`src/sv/ktl_pkg.sv`:
```
`timescale 1ns / 1ps
package ktl_pkg;

  // APB address width: byte address 4*i, bit 2 selects the register slot.
  localparam int unsigned CfgAddrW = 3;
  localparam logic [CfgAddrW-1:0] RegMaxGapAddr = 3'd0;
  localparam logic [15:0] MaxGapReset = 16'd10000;

  // Message type coding shared by rx_type and tx_type.
  localparam logic [7:0] RxToOff = 8'd0;
  localparam logic [7:0] RxToOn  = 8'd1;
  localparam logic [7:0] RxIsOff = 8'd2;
  localparam logic [7:0] RxIsOn  = 8'd3;
  localparam logic [7:0] RxQuery = 8'd4;

  localparam logic [2:0] TxToOff = 3'd0;
  localparam logic [2:0] TxToOn  = 3'd1;
  localparam logic [2:0] TxIsOff = 3'd2;
  localparam logic [2:0] TxIsOn  = 3'd3;

  typedef enum logic [1:0] {
    KindTick = 2'd0,
    KindKey  = 2'd1,
    KindRx   = 2'd2,
    KindNone = 2'd3
  } kind_e;

  // Classified operation handed from the front to the back.
  typedef enum logic [2:0] {
    OpTick    = 3'd0,
    OpKey     = 3'd1,
    OpRxTrans = 3'd2,
    OpRxOff   = 3'd3,
    OpRxOn    = 3'd4,
    OpRxQuery = 3'd5,
    OpRxOther = 3'd6,
    OpIdle    = 3'd7
  } op_e;

  typedef struct packed {
    logic [1:0]  kind;
    logic        key_level;
    logic [7:0]  rx_seq;
    logic [7:0]  rx_type;
    logic [15:0] rx_period;
  } in_item_t;

  typedef struct packed {
    logic        send_valid;
    logic [7:0]  tx_seq;
    logic [2:0]  tx_type;
    logic [15:0] tx_period;
    logic        tone_on;
    logic [7:0]  missed_count;
    logic        rx_refused;
  } out_item_t;

  typedef struct packed {
    op_e         op;
    logic        level;      // key level, or target level of a transition
    logic [7:0]  rx_seq;
    logic [15:0] rx_period;
  } cmd_t;

endpackage

```
`src/sv/ktl_stream_if.sv`:
```
`timescale 1ns / 1ps
interface ktl_stream_if #(
  parameter type payload_t = logic
);
  logic     valid;
  logic     ready;
  payload_t data;

  modport source (output valid, output data, input ready);
  modport sink   (input valid, input data, output ready);
endinterface

```
`src/sv/ktl_front.sv`:
```
`timescale 1ns / 1ps
module ktl_front
  import ktl_pkg::*;
(
  ktl_stream_if.sink in_i,
  output logic       cmd_valid_o,
  input  logic       cmd_ready_i,
  output cmd_t       cmd_o
);

  // Accept whenever the queue has room; decode the item into one operation.
  assign in_i.ready  = cmd_ready_i;
  assign cmd_valid_o = in_i.valid;

  always_comb begin
    cmd_o.level     = in_i.data.key_level;
    cmd_o.rx_seq    = in_i.data.rx_seq;
    cmd_o.rx_period = in_i.data.rx_period;
    cmd_o.op        = OpIdle;
    case (kind_e'(in_i.data.kind))
      KindTick: cmd_o.op = OpTick;
      KindKey:  cmd_o.op = OpKey;
      KindRx: begin
        case (in_i.data.rx_type)
          RxToOff, RxToOn: begin
            cmd_o.op    = OpRxTrans;
            cmd_o.level = in_i.data.rx_type[0];
          end
          RxIsOff: cmd_o.op = OpRxOff;
          RxIsOn:  cmd_o.op = OpRxOn;
          RxQuery: cmd_o.op = OpRxQuery;
          default: cmd_o.op = OpRxOther;
        endcase
      end
      default: cmd_o.op = OpIdle;
    endcase
  end

endmodule

```
`src/sv/ktl_queue.sv`:
```
`timescale 1ns / 1ps
module ktl_queue
  import ktl_pkg::*;
#(
  parameter int unsigned Depth = 2
) (
  input  logic clk_i,
  input  logic rst_ni,
  input  logic push_valid_i,
  output logic push_ready_o,
  input  cmd_t push_data_i,
  output logic pop_valid_o,
  input  logic pop_ready_i,
  output cmd_t pop_data_o
);

  localparam int unsigned PtrW = (Depth > 1) ? $clog2(Depth) : 1;
  localparam int unsigned CntW = $clog2(Depth + 1);
  localparam logic [PtrW-1:0] LastPtr = PtrW'(Depth - 1);
  localparam logic [CntW-1:0] FullCnt = CntW'(Depth);

  cmd_t            mem_q [Depth];
  logic [PtrW-1:0] wr_ptr_q, wr_ptr_d, rd_ptr_q, rd_ptr_d;
  logic [CntW-1:0] cnt_q, cnt_d;
  logic            push, pop;

  assign push_ready_o = (cnt_q != FullCnt);
  assign pop_valid_o  = (cnt_q != '0);
  assign pop_data_o   = mem_q[rd_ptr_q];
  assign push         = push_valid_i && push_ready_o;
  assign pop          = pop_valid_o && pop_ready_i;

  always_comb begin
    wr_ptr_d = wr_ptr_q;
    rd_ptr_d = rd_ptr_q;
    cnt_d    = cnt_q;
    if (push) begin
      wr_ptr_d = (wr_ptr_q == LastPtr) ? '0 : wr_ptr_q + 1'b1;
    end
    if (pop) begin
      rd_ptr_d = (rd_ptr_q == LastPtr) ? '0 : rd_ptr_q + 1'b1;
    end
    if (push && !pop) begin
      cnt_d = cnt_q + 1'b1;
    end else if (pop && !push) begin
      cnt_d = cnt_q - 1'b1;
    end
  end

  always_ff @(posedge clk_i or negedge rst_ni) begin
    if (!rst_ni) begin
      wr_ptr_q <= '0;
      rd_ptr_q <= '0;
      cnt_q    <= '0;
    end else begin
      wr_ptr_q <= wr_ptr_d;
      rd_ptr_q <= rd_ptr_d;
      cnt_q    <= cnt_d;
    end
  end

  always_ff @(posedge clk_i) begin
    if (push) begin
      mem_q[wr_ptr_q] <= push_data_i;
    end
  end

endmodule

```
`src/sv/ktl_back.sv`:
```
`timescale 1ns / 1ps
module ktl_back
  import ktl_pkg::*;
(
  input  logic        clk_i,
  input  logic        rst_ni,
  input  logic [15:0] max_gap_i,
  input  logic        cmd_valid_i,
  output logic        cmd_ready_o,
  input  cmd_t        cmd_i,
  ktl_stream_if.source out_o
);

  logic [31:0] now_q, now_d;
  logic [31:0] last_edge_q, last_edge_d;
  logic        last_key_q, last_key_d;
  logic [7:0]  tx_cnt_q, tx_cnt_d;
  logic [7:0]  last_rx_q, last_rx_d;
  logic        pend_q, pend_d;
  logic        pend_lvl_q, pend_lvl_d;
  logic [31:0] due_q, due_d;
  logic [31:0] rbase_q, rbase_d;
  logic        tone_q, tone_d;
  logic        out_valid_q;
  out_item_t   out_q, res;
  logic        exec;
  logic        is_rx;
  logic [31:0] gap;

  // Execute when the output register is free or being drained this cycle.
  assign cmd_ready_o = !out_valid_q || out_o.ready;
  assign exec        = cmd_valid_i && cmd_ready_o;
  assign out_o.valid = out_valid_q;
  assign out_o.data  = out_q;

  assign is_rx = (cmd_i.op == OpRxTrans) || (cmd_i.op == OpRxOff) || (cmd_i.op == OpRxOn) ||
                 (cmd_i.op == OpRxQuery) || (cmd_i.op == OpRxOther);

  always_comb begin
    now_d       = now_q;
    last_edge_d = last_edge_q;
    last_key_d  = last_key_q;
    tx_cnt_d    = tx_cnt_q;
    last_rx_d   = last_rx_q;
    pend_d      = pend_q;
    pend_lvl_d  = pend_lvl_q;
    due_d       = due_q;
    rbase_d     = rbase_q;
    tone_d      = tone_q;
    res         = '0;

    if (cmd_i.op == OpTick) begin
      now_d = now_q + 32'd1;
    end

    // Key edge: gap is zero on clock wrap or when above the limit.
    gap = now_d - last_edge_q;
    if (cmd_i.op == OpKey && cmd_i.level != last_key_q) begin
      res.send_valid = 1'b1;
      res.tx_seq     = tx_cnt_q;
      res.tx_type    = cmd_i.level ? TxToOn : TxToOff;
      if (last_edge_q > now_d || gap > {16'd0, max_gap_i}) begin
        res.tx_period = '0;
      end else begin
        res.tx_period = gap[15:0];
      end
      tx_cnt_d    = tx_cnt_q + 8'd1;
      last_key_d  = cmd_i.level;
      last_edge_d = now_d;
    end

    // Scheduled tone change falls due.
    if (pend_q && now_d >= due_q) begin
      tone_d  = pend_lvl_q;
      pend_d  = 1'b0;
      rbase_d = now_d;
    end

    if (is_rx) begin
      if (pend_d) begin
        res.rx_refused = 1'b1;
      end else begin
        res.missed_count = cmd_i.rx_seq - last_rx_q - 8'd1;
        last_rx_d        = cmd_i.rx_seq;
        case (cmd_i.op)
          OpRxTrans: begin
            pend_lvl_d = cmd_i.level;
            due_d      = rbase_d + {16'd0, cmd_i.rx_period};
            pend_d     = 1'b1;
          end
          OpRxOff: tone_d = 1'b0;
          OpRxOn:  tone_d = 1'b1;
          OpRxQuery: begin
            res.send_valid = 1'b1;
            res.tx_seq     = tx_cnt_q;
            res.tx_type    = last_key_q ? TxIsOn : TxIsOff;
            tx_cnt_d       = tx_cnt_q + 8'd1;
          end
          default: ;
        endcase
      end
    end

    res.tone_on = tone_d;
  end

  always_ff @(posedge clk_i or negedge rst_ni) begin
    if (!rst_ni) begin
      now_q       <= '0;
      last_edge_q <= '0;
      last_key_q  <= 1'b0;
      tx_cnt_q    <= '0;
      last_rx_q   <= '0;
      pend_q      <= 1'b0;
      pend_lvl_q  <= 1'b0;
      due_q       <= '0;
      rbase_q     <= '0;
      tone_q      <= 1'b0;
      out_valid_q <= 1'b0;
    end else begin
      if (exec) begin
        now_q       <= now_d;
        last_edge_q <= last_edge_d;
        last_key_q  <= last_key_d;
        tx_cnt_q    <= tx_cnt_d;
        last_rx_q   <= last_rx_d;
        pend_q      <= pend_d;
        pend_lvl_q  <= pend_lvl_d;
        due_q       <= due_d;
        rbase_q     <= rbase_d;
        tone_q      <= tone_d;
      end
      if (exec) begin
        out_valid_q <= 1'b1;
      end else if (out_o.ready) begin
        out_valid_q <= 1'b0;
      end
    end
  end

  always_ff @(posedge clk_i) begin
    if (exec) begin
      out_q <= res;
    end
  end

endmodule

```
`src/sv/key_timing_link_controller_core.sv`:
```
`timescale 1ns / 1ps
// Key timing link controller. Takes one item per clock cycle (tick, key
// sample or received message) while the output is not stalled and returns
// exactly one result item for each, in order. An accepted item lands in a
// small command queue the same edge; the executor pops it from the queue
// and writes its result into the output register. Sustained rate is one item
// per cycle while the output is not stalled, set by the executor, which
// updates the clock, edge timing, sequence and tone state for each item.
// A stalled output fills the queue (QueueDepth entries) before in_i.ready
// drops. The one register, max_gap_ms, sits at APB byte address 0 and is
// meant to be written while the block is idle.
module key_timing_link_controller_core
  import ktl_pkg::*;
#(
  parameter int unsigned QueueDepth = 2
) (
  input  logic                clk_i,
  input  logic                rst_ni,
  ktl_stream_if.sink          in_i,
  ktl_stream_if.source        out_o,
  // APB-style configuration port
  input  logic                psel_i,
  input  logic                penable_i,
  input  logic                pwrite_i,
  input  logic [CfgAddrW-1:0] paddr_i,
  input  logic [31:0]         pwdata_i,
  output logic [31:0]         prdata_o,
  output logic                pready_o
);

  logic [15:0] max_gap_q;
  logic        cfg_wr;
  logic        reg_sel;

  // front -> queue
  logic fq_valid, fq_ready;
  cmd_t fq_cmd;
  // queue -> back
  logic qb_valid, qb_ready;
  cmd_t qb_cmd;

  // Config register: only slot 0 is implemented, other slots read zero.
  assign pready_o = 1'b1;
  assign reg_sel  = (paddr_i[CfgAddrW-1] == RegMaxGapAddr[CfgAddrW-1]);
  assign cfg_wr   = psel_i && penable_i && pwrite_i && reg_sel;
  assign prdata_o = reg_sel ? {16'd0, max_gap_q} : '0;

  always_ff @(posedge clk_i or negedge rst_ni) begin
    if (!rst_ni) begin
      max_gap_q <= MaxGapReset;
    end else if (cfg_wr) begin
      max_gap_q <= pwdata_i[15:0];
    end
  end

  // Front end: accept and classify.
  ktl_front u_front (
    .in_i        (in_i),
    .cmd_valid_o (fq_valid),
    .cmd_ready_i (fq_ready),
    .cmd_o       (fq_cmd)
  );

  // Decoupling queue.
  ktl_queue #(
    .Depth (QueueDepth)
  ) u_queue (
    .clk_i        (clk_i),
    .rst_ni       (rst_ni),
    .push_valid_i (fq_valid),
    .push_ready_o (fq_ready),
    .push_data_i  (fq_cmd),
    .pop_valid_o  (qb_valid),
    .pop_ready_i  (qb_ready),
    .pop_data_o   (qb_cmd)
  );

  // Back end: execute and register the result.
  ktl_back u_back (
    .clk_i       (clk_i),
    .rst_ni      (rst_ni),
    .max_gap_i   (max_gap_q),
    .cmd_valid_i (qb_valid),
    .cmd_ready_o (qb_ready),
    .cmd_i       (qb_cmd),
    .out_o       (out_o)
  );

`ifndef ASSERT_OFF
  // A full queue always has something for the back end.
  a_full_has_data : assert property (@(posedge clk_i) disable iff (!rst_ni)
    !fq_ready |-> qb_valid)
    else $error("queue reports full but empty");

  // A new result only appears after a command was popped.
  a_result_from_pop : assert property (@(posedge clk_i) disable iff (!rst_ni)
    $rose(out_o.valid) |-> $past(qb_valid && qb_ready))
    else $error("result without executed command");

  // Register write takes effect on the next cycle.
  a_cfg_write : assert property (@(posedge clk_i) disable iff (!rst_ni)
    cfg_wr |=> max_gap_q == $past(pwdata_i[15:0]))
    else $error("max_gap write lost");
`endif

endmodule

```
`src/flat_wrapper.sv`:
```
// flat-port wrapper written by rule: the top's interface ports become plain ports
module key_timing_link_controller_core_flat import ktl_pkg::*;
#(
  parameter int unsigned QueueDepth = 2
)
  (clk_i, rst_ni, psel_i, penable_i, pwrite_i, paddr_i, pwdata_i, prdata_o, pready_o, in_i_valid, in_i_data, in_i_ready, out_o_valid, out_o_data, out_o_ready);
  ktl_stream_if #(.payload_t(in_item_t)) in_i_i ();
  ktl_stream_if #(.payload_t(out_item_t)) out_o_i ();
  input  logic clk_i;
  input  logic rst_ni;
  input  logic psel_i;
  input  logic penable_i;
  input  logic pwrite_i;
  input  logic [CfgAddrW-1:0] paddr_i;
  input  logic [31:0] pwdata_i;
  output logic [31:0] prdata_o;
  output logic pready_o;
  input wire logic [$bits(in_i_i.valid)-1:0] in_i_valid;
  input wire logic [$bits(in_i_i.data)-1:0] in_i_data;
  output wire logic [$bits(in_i_i.ready)-1:0] in_i_ready;
  output wire logic [$bits(out_o_i.valid)-1:0] out_o_valid;
  output wire logic [$bits(out_o_i.data)-1:0] out_o_data;
  input wire logic [$bits(out_o_i.ready)-1:0] out_o_ready;
  assign in_i_i.valid = in_i_valid;
  assign in_i_i.data = in_i_data;
  assign in_i_ready = in_i_i.ready;
  assign out_o_valid = out_o_i.valid;
  assign out_o_data = out_o_i.data;
  assign out_o_i.ready = out_o_ready;
  key_timing_link_controller_core #(.QueueDepth(QueueDepth)) u_core (.clk_i(clk_i), .rst_ni(rst_ni), .in_i(in_i_i), .out_o(out_o_i), .psel_i(psel_i), .penable_i(penable_i), .pwrite_i(pwrite_i), .paddr_i(paddr_i), .pwdata_i(pwdata_i), .prdata_o(prdata_o), .pready_o(pready_o));
endmodule
```
`config.mk`:
```
export PLATFORM = sky130hd
export DESIGN_NAME = key_timing_link_controller_core_flat
export DESIGN_NICKNAME = d
export VERILOG_FILES = /design/src/sv/ktl_pkg.sv /design/src/sv/ktl_stream_if.sv /design/src/sv/ktl_front.sv /design/src/sv/ktl_queue.sv /design/src/sv/ktl_back.sv /design/src/sv/key_timing_link_controller_core.sv /design/src/flat_wrapper.sv
export SDC_FILE = /design/constraint.sdc
export NUM_CORES = 1
export LEC_CHECK = 0
export CORE_UTILIZATION = 40
export DETAILED_ROUTE_END_ITERATION = 6
export DONT_BUFFER_PORTS = 1
export SLEW_MARGIN = 20
export SYNTH_ARGS = -nofsm -noshare
export SYNTH_HDL_FRONTEND = slang
export SYNTH_HIERARCHICAL = 1
export SYNTH_SLANG_ARGS = --single-unit
```
`constraint.sdc`:
```
create_clock -name clk_i -period 8.8 [get_ports clk_i]
set_input_delay 1.76 -clock clk_i [delete_from_list [all_inputs] [get_ports clk_i]]
set_output_delay 1.76 -clock clk_i [all_outputs]
set_load 0.1 [all_outputs]
```
==> results of run 1 <==
==> final cells by class <==
class                   count  area [um^2]
repair buffers             31          233
flip-flops and latches    262         7030
inverters                 143          537
well taps                 525          657
fillers                  3837        22300
multi-input cells        1186         8350
clock inverters            23          258
clock buffers              34          807
==> per-layer routing <==
layer / up-vias / part of all wire, % / track usage [%]
met5: - / 0 / 0
met2: 289 / 44 / 27.2
met3: 53 / 5.0 / 2.66
met1: 5515 / 49 / 24.7
met4: 0 / 2.6 / 4.87
li1: 5789 / - / -
==> how the worst min path moves through the flow <==
stage                                                         start                                         to  slack (ns)  cells past startpoint
after floorplan               u_core/u_back/tx_cnt_q[7]$_DFFE_PN0P_      u_core/u_back/tx_cnt_q[7]$_DFFE_PN0P_        0.44                      1
after global placement        u_core/u_back/tx_cnt_q[7]$_DFFE_PN0P_      u_core/u_back/tx_cnt_q[7]$_DFFE_PN0P_        0.46                      1
after detailed placement         u_core/u_back/due_q[6]$_DFFE_PN0P_         u_core/u_back/due_q[6]$_DFFE_PN0P_        0.47                      2
after CTS                 u_core/u_back/last_edge_q[22]$_DFFE_PN0P_  u_core/u_back/last_edge_q[22]$_DFFE_PN0P_        0.48                      2
after global routing       u_core/u_back/last_edge_q[3]$_DFFE_PN0P_   u_core/u_back/last_edge_q[3]$_DFFE_PN0P_        0.49                      2
final                     u_core/u_back/last_edge_q[24]$_DFFE_PN0P_  u_core/u_back/last_edge_q[24]$_DFFE_PN0P_        0.47                      2
==> metrics by stage <==
step                      cells  instance area, um^2
after floorplan            1693                16500
after global placement     2147                16800
after detailed placement   2147                16800
after CTS                  2204                17900
after global routing       2204                17900
final                      2204                17900
==> worst max-delay path, cell delays in order (launching register included) <==
cell                        delay (ns)
sky130_fd_sc_hd__dfrtp_1          0.59
sky130_fd_sc_hd__mux2_2           0.49
sky130_fd_sc_hd__or4b_4           0.56
sky130_fd_sc_hd__or2_2            0.37
sky130_fd_sc_hd__nor2_1           0.22
sky130_fd_sc_hd__nand2_1          0.16
sky130_fd_sc_hd__nor4_1           0.39
sky130_fd_sc_hd__xnor2_1          0.27
sky130_fd_sc_hd__inv_1            0.19
sky130_fd_sc_hd__ha_1             0.35
sky130_fd_sc_hd__nand4_1          0.13
sky130_fd_sc_hd__nor3_1           0.16
sky130_fd_sc_hd__nand2_1          0.09
sky130_fd_sc_hd__a31oi_1          0.80
sky130_fd_sc_hd__nor2_4           0.25
sky130_fd_sc_hd__o21ai_0          0.35
sky130_fd_sc_hd__ha_1             0.28
sky130_fd_sc_hd__fa_1             0.25
sky130_fd_sc_hd__a211oi_1         0.09
sky130_fd_sc_hd__nor2_1           0.20
sky130_fd_sc_hd__o21ai_0          0.12
sky130_fd_sc_hd__buf_4            0.16
sky130_fd_sc_hd__nor3_1           0.28
sky130_fd_sc_hd__o41a_2           0.31
sky130_fd_sc_hd__nand4b_1         0.22
sky130_fd_sc_hd__a2111oi_2        0.48
sky130_fd_sc_hd__xor2_1           0.17
sky130_fd_sc_hd__o21ai_1          0.07
==> report_power, final <==
part           leakage, uW  internal (uW)  switching, uW  total [uW]
combinational      0.00434            694           1070        1760
sequential         0.00313           1540            579        2120
clock             0.000517            807            520        1330
total              0.00800           3050           2170        5210
==> synthesized netlist by cell type, drive strengths merged, types with 4 or more instances <==
cell     number
a2111oi       8
a211oi       11
a21boi        5
a21o         32
a21oi        84
a311oi        5
a31oi        14
and2         13
and2b         6
and3         23
buf          54
clkbuf       48
dfrtp       164
dfstp         5
edfxtp       93
ha          107
inv         142
mux2         81
mux2i         9
nand2       180
nand2b       15
nand3        31
nand4        34
nor2         82
nor2b        21
nor3         37
nor3b         7
nor4         17
o211ai        6
o21a         13
o21ai       126
o21bai        6
o31ai         6
or2           9
or3           6
or4           4
xnor2        68
xor2         56
==> flip-flops by register name (all words and copies together), names as in the netlist, 2 cells and up <==
signal                     flops
u_core/u_back/now_q           32
u_core/u_back/due_q           32
u_core/u_back/last_edge_q     32
u_core/u_queue/cnt_q           2
u_core/u_queue/mem_q          56
u_core/u_back/last_rx_q        8
u_core/u_back/out_o.data      37
u_core/max_gap_q              16
u_core/u_back/rbase_q         32
u_core/u_back/tx_cnt_q         8
==> cell families after synthesis <==
kind of cell,count (synthesis)
xor+xnor,124
buf+inv,245
mux,90
fa+ha+maj,110
simple gates,498
other cells,3
compound gates,346
flops,262
==> run summary, run 1 <==
TritonCTS built the clock tree. Counting flops and latches in the post-synthesis netlist gives 262. In this run the post-CTS setup repair buffer count came out at 0. The tools report the total die area as 42000 um^2. In this run, post-CTS repair resized a total of 0 instances. The clock reaches the later pin of the worst-skew pair after 0.58 ns. After clock tree synthesis, the clock-pin slew on the worst setup and hold paths is 0.06 ns. The detailed-router iteration count before antenna repair is 7, and the multiplexer fraction of the synthesized cell area is 6.54%. The first global-routing pass estimated 58.8 mm of wire. The die is 205 um tall. In this run the worst hold path is classified as reg2reg. Post-detailed-route via-to-cell ratio: 5.28. The leading cell type in the layout, fill and taps excluded is sky130_fd_sc_hd__nand2_1. The final setup slack of the worst path came out at 0.640 ns. Timing endpoint of the critical path: u_core/u_back/due_q[30]$_DFFE_PN0P_. The clock passes through at most 3 buffers. The proportion of layout cells with a drive suffix above 1 came out at 12.7%. The endpoint of the most critical register-to-register path is u_core/u_back/due_q[30]$_DFFE_PN0P_. The placer congestion estimate came out at 0.864.

Derived from the worst setup path, the maximum achievable clock frequency is 0.123 GHz. During placement, the flow inserted port buffers numbering 0. In this run the cell area of the synthesized design comes to 16500 um^2. STA classifies the critical path endpoint as a register. The worst IR drop on VDD was 0.000232 V. The detail route stage leaves a number of antenna-violating nets equal to 0. For the count of clock tree sinks, the log shows 262. For the pin with the worst max-slew slack, the measured transition is 1.07 ns. Clock skew on the completed layout was measured at 0.0171 ns. The netlist uses 89 different library cells.

In this run the biggest area consumer among cell types represents 24.9% of the synthesized area. Cells fill 44.5% of the core in the end. Dividing total power by cell area gives a power density of 292 nW/um^2. At the worst endpoint, the required time is 9.24 ns.

The critical path class is reg2reg. After layout, the design draws a total of 5210 uW. In this run the critical register-to-register path is launched from u_core/u_queue/rd_ptr_q$_DFFE_PN0P_. The first routing iteration left 572 violations. Setup violations remaining at the end of the flow were counted as 0.

The flow ran to the end, and the final reports show no timing, DRC or antenna violations. Counting flops with an async set or reset pin after synthesis yields a share of 64.5%. Summing the areas of all fa, ha and maj instances in the mapped netlist gives 8.49% of the synthesized area. The compound-gate portion of the synthesized area came out at 13.1%. The horizontal extent of the die was 205 um.

In this run the worst path has a maximum fanout of 20. After global routing the overflow that remains totals 0. The run gives 8.60 ns as the arrival time reported for the critical path endpoint. The tools report the detailed-route wire length as 36.5 mm.

After layout, the worst path uses 92.7% of the clock period. The largest net degree at the start of global routing was 170. From synthesis to final layout, the design area changed by 8.45%. For the number of ports placed on the die boundary, the log shows 150. The tools report the number of levels the H-tree was split into as 1. Row generation in the floorplan step produced 73 rows. Summing the sequential cell areas from Yosys gives 42.7% of the chip area.

Of the total synthesized cell area, the portion taken by AND, OR, NAND and NOR gates is 15.3%. Yosys printed 6 warnings. The number of pins exceeding their max-slew limit in the final report is 0. The half-perimeter wire length of the detailed placement result was 27.4 mm. In the global route stage, overall resource usage came out at 17.4%. The number of enable-type register cells in the synthesized netlist is 93, and the xor-xnor portion of the synthesized cell area is 6.64%. In this run the static leakage power is 0.00800 uW. Headroom to the max-slew limit came out at 28.5%. The run gives 11100 as the via count of the first global-routing pass. Max-cap violations in this run came to 0.

CTS placed an instance of sky130_fd_sc_hd__clkbuf_16 at the clock tree root. STA classifies the critical path startpoint as a register. Setup repair after global routing left no endpoint under its margin. For the setup slack of the most critical reg-to-reg path, the log shows 0.64 ns. The number of hold buffers added after CTS was 0.

Sorting the synthesized cells by area gives the leading types as sky130_fd_sc_hd__dfrtp_1, sky130_fd_sc_hd__edfxtp_1, sky130_fd_sc_hd__ha_1, sky130_fd_sc_hd__mux2_2, sky130_fd_sc_hd__nand2_1. For the setup slack at placement, the log shows 0.758 ns. After technology mapping, the gate count stands at 1678. Core area: 40200 um^2. The final count of hold timing violations is 0, and the time the worst path needs with I/O delays and setup is 8.16 ns.

The routed layout has 11600 vias. Setup total negative slack on the finished layout was measured at 0 ns. The main combinational cell family by area after synthesis is simple AND/OR/NAND/NOR gates.

The post-detailed-route wirelength per cell works out to 16.5 um. The commonest register cell after synthesis is sky130_fd_sc_hd__dfrtp_1. Once the floorplan was initialized, standard cells occupied 41.0% of the core. The number of antenna violations at the first check in global routing is 0, and the worst hold-check slack is 0.474 ns.

The number of cells on the worst reg-to-reg path is 27. In the routed design, unresolved DRC markers number 0. The run gives 31 as the number of clock buffers inserted by TritonCTS.

The cell type with the highest aggregate area in the netlist is sky130_fd_sc_hd__dfrtp_1. A synthesized cell averages 9.82 um^2. The startpoint of the worst setup timing path is u_core/u_queue/rd_ptr_q$_DFFE_PN0P_. Number of nets in the layout: 1842. In the layout the commonest cells are sky130_fd_sc_hd__nand2_1, sky130_fd_sc_hd__dfrtp_1, sky130_fd_sc_hd__inv_1. The run gives 0 as the number of antenna cells inserted.
Note: power is estimated with default switching activity, not from simulation.
==> inputs of run 2 (changes only) <==
--- a/config.mk
+++ b/config.mk
@@ -8,6 +8,7 @@
 export CORE_UTILIZATION = 40
 export DETAILED_ROUTE_END_ITERATION = 6
 export DONT_BUFFER_PORTS = 1
+export REMOVE_ABC_BUFFERS = 1
 export SLEW_MARGIN = 20
 export SYNTH_ARGS = -nofsm -noshare
 export SYNTH_HDL_FRONTEND = slang
==> run 2 against run 1 <==
Hold slack lost 0.0027 ns. Combinational power about the same. Global-route usage increased by 0.24 points. Via count shrank 0.39%. Design area down 0.57%. Wire length up 1.3%. Clock power is 5% lower. Non-clock buffer count is 4 lower. Register-to-register slack improved by 0.41 ns. Final cell count shrank 0.32%. Fmax increased by 5.3%. Critical endpoint unchanged. Largest power group unchanged.
==> run summary, run 2 (synthesis results as in run 1) <==
Family with the most delay on the worst path: simple AND/OR/NAND/NOR gates. The flow ran to the end, and the final reports show no timing, DRC or antenna violations. For the number of max-cap violations, the log shows 0 (unchanged). Flip-flop count of the largest register, all copies and words added: 56 (unchanged). The detailed-router iteration count before antenna repair was 5 (-2); the post-route total power was 5130 uW (-1.6%). The tools report the number of buffers on the longest clock path as 3 (unchanged). TritonCTS built the clock tree.

The tools report the worst slew margin relative to its limit as 26.0% (-2.5 points). For the number of pins exceeding their max-slew limit in the final report, the log shows 0 (unchanged). The logs give 0 (unchanged) for the number of post-CTS setup repair buffers and 0.00794 uW (-0.66%) for the leakage power of the design.

The count of buffers inserted at the top-level ports is 0 (unchanged), and the largest stage delay on the critical path is 0.56 ns (-0.24 ns). Post-detailed-route wirelength per cell: 16.8 um (+1.6%). For the final setup slack of the worst path, the log shows 1.05 ns (+0.409 ns). The run gives 0.129 GHz (+5.3%) as the timing-limited maximum frequency. The clock skew after layout was 0.0193 ns (+0.00217 ns); the share of the core filled with cells in the final layout was 44.2% (-0.26 points). Critical path class: reg2reg.

The run gives 8350 um^2 (unchanged) as the combined area of the multi-input logic cells. Slew at the pin closest to its max-slew limit: 1.11 ns (+0.0428 ns). The core area is 40200 um^2 (unchanged), and the time the worst path needs with I/O delays and setup is 7.75 ns (-0.409 ns). The tools report the placer congestion estimate as 0.878 (+1.6%). The ratio of final minimum period to clock period is 88.1% (-4.6 points).

The via count of the first global-routing pass is 11400 (+2.8%). Count of vias placed by the detailed router: 11600 (-0.39%). The setup-violating endpoint count in the final report is 0 (unchanged), and the detailed-route wire length is 37.0 mm (+1.3%).

The worst IR drop on VDD was 0.000163 V (-30%). Setup repair after global routing left no endpoint under its margin. Worst hold-check slack: 0.471 ns (-0.00270 ns).

The standard-cell row count was 73 (unchanged). The tools report the number of ports placed on the die boundary as 150 (unchanged). The post-CTS resize count was 0 (unchanged); the cell count after placement was 2143 (-0.19%).

The proportion of layout cells with a drive suffix above 1 is 12.0% (-0.72 points). The tools report the startpoint type of the worst setup path as a register. The post-detailed-route via-to-cell ratio is 5.28 (about the same), and the count of routing violations after the opening detailed-route iteration is 630 (+10%). The power density relative to cell area was 289 nW/um^2 (-1.0%); the count of clock tree sinks was 262 (unchanged).

Counting flops per register, the top entry is u_core/u_queue/mem_q. Compared with the post-synthesis result, the final layout area differs by 7.83%. The library cell used most frequently in the layout, excluding fill and tap cells, is sky130_fd_sc_hd__nand2_1.

The logs give 2197 (-0.32%) for the count of non-filler cells in the finished layout and 0 (unchanged) for the number of design rule violations left after detail routing. The source-to-sink clock delay at the later pin of the worst-skew pair came out at 0.59 ns (about the same). Number of levels the H-tree was split into: 1 (unchanged). The tree is rooted in a sky130_fd_sc_hd__clkbuf_16.

The number of antenna violations at the first check in global routing came out at 1 (+1). The fill cell total of the finished layout was 3865 (+0.73%); the clock slew seen by the registers of the worst setup and hold paths was 0.06 ns (about the same). The area occupied by registers is 7030 um^2 (unchanged), and the number of nets in the layout is 1838 (-0.22%). Path class of the lowest-slack min-delay path: reg2reg. The total die area was 42000 um^2 (unchanged); the count of hold buffers inserted by post-cts repair was 0 (unchanged).

Among all stages on the critical path, the largest delay is contributed by sky130_fd_sc_hd__or4b_4. Worst path buffer plus inverter count: 3 (+1). The required time at the endpoint of the critical path is 9.25 ns (about the same), and the largest net degree at the start of global routing is 170 (unchanged).

The worst setup path is captured at a register. The run gives 1.17 ns (+0.411 ns) as the setup slack at placement. The final count of hold timing violations was 0 (unchanged); the vertical die dimension was 205 um (unchanged). For the half-perimeter wire length of the detailed placement result, the log shows 27.3 mm (-0.31%).

The run gives 0 (unchanged) as the remaining global-route overflow. The arrival time reported for the critical path endpoint was 8.20 ns (-0.40 ns). The library cells used most frequently in the layout, excluding fill and tap cells, are sky130_fd_sc_hd__nand2_1, sky130_fd_sc_hd__dfrtp_1, sky130_fd_sc_hd__inv_1. The logs give 31 (unchanged) for the number of clock buffers inserted by TritonCTS and 41.0% (unchanged) for the initial core utilization.

The horizontal extent of the die works out to 205 um (unchanged). The post-route antenna net violation count is 0 (unchanged). The largest fanout on the critical path is 17 (-15%), and the number of antenna cells inserted is 0 (unchanged).

All-layer global routing usage: 17.6% (+0.24 points). The first-pass GRT wire length is 59.5 mm (+1.1%).
run 2: cell types whose count changed in the layout (fill, tap and decap cells not counted), sizes merged:
cell,delta
bufinv,-3
clkinv,-10
clkinvlp,-3
inv,-2
buf,-4
clkbuf,+15
run 2: worst paths after layout:
path	to	startpoint	depth (start not counted)	slack, ns
worst max-delay path	u_core/u_back/due_q[30]$_DFFE_PN0P_	u_core/u_queue/rd_ptr_q$_DFFE_PN0P_	28	1.05
worst min-delay path	u_core/u_back/tx_cnt_q[7]$_DFFE_PN0P_	u_core/u_back/tx_cnt_q[7]$_DFFE_PN0P_	1	0.47
worst max register to register	u_core/u_back/due_q[30]$_DFFE_PN0P_	u_core/u_queue/rd_ptr_q$_DFFE_PN0P_	28	1.05
worst min register to register	u_core/u_back/tx_cnt_q[7]$_DFFE_PN0P_	u_core/u_back/tx_cnt_q[7]$_DFFE_PN0P_	1	0.47
max in group asynchronous	u_core/max_gap_q[13]$_DFFE_PN1P_	rst_ni	0	7.52
min in group asynchronous	u_core/u_back/last_edge_q[31]$_DFFE_PN0P_	rst_ni	0	0.88
run 2: area by class of cell:
| class | count | area share [%] |
|---|---|---|
| Timing Repair Buffer | 27 | 1.14 |
| Multi-Input combinational cell | 1186 | 47.0 |
| Clock inverter | 5 | 0.500 |
| Sequential cell | 262 | 39.6 |
| Tap cell | 525 | 3.70 |
| Clock buffer | 49 | 5.09 |
| Inverter | 143 | 3.02 |
run 2: metrics by stage:
step	area, um^2	TNS [ns]
2_1_floorplan	15900	-0.714
3_3_place_gp	16800	0
3_5_place_dp	16800	0
4_1_cts	17800	0
5_1_grt	17800	0
6_report	17800	0
run 2: metal layers:
metal  part of all wire [%]  global-route usage (%)  routed length, um
met1                     48                    24.3              17600
met2                     45                    28.7              16800
met3                    5.0                    2.62               1860
met4                    1.8                    4.71                661
met5                  0.035                       0                 13
run 2: report_power, final:
group / leakage (uW) / total (uW) / internal [uW] / switching, uW
combinational: 0.00433 / 1750 / 690 / 1060
sequential: 0.00313 / 2120 / 1550 / 576
clock: 0.000483 / 1260 / 755 / 505
total: 0.00794 / 5130 / 2990 / 2140
run 2: worst register-to-register path, delay by kind of cell, from the launching register on:
kind | cells | cell delay (ns)
and+or+nand+nor | 12 | 3.31
AOI/OAI and AO/OA | 7 | 1.50
adders and majority gates | 3 | 0.85
buffers and inverters | 3 | 0.57
DFF | 1 | 0.48
muxes | 1 | 0.46
xor gates and xnor gates | 2 | 0.46
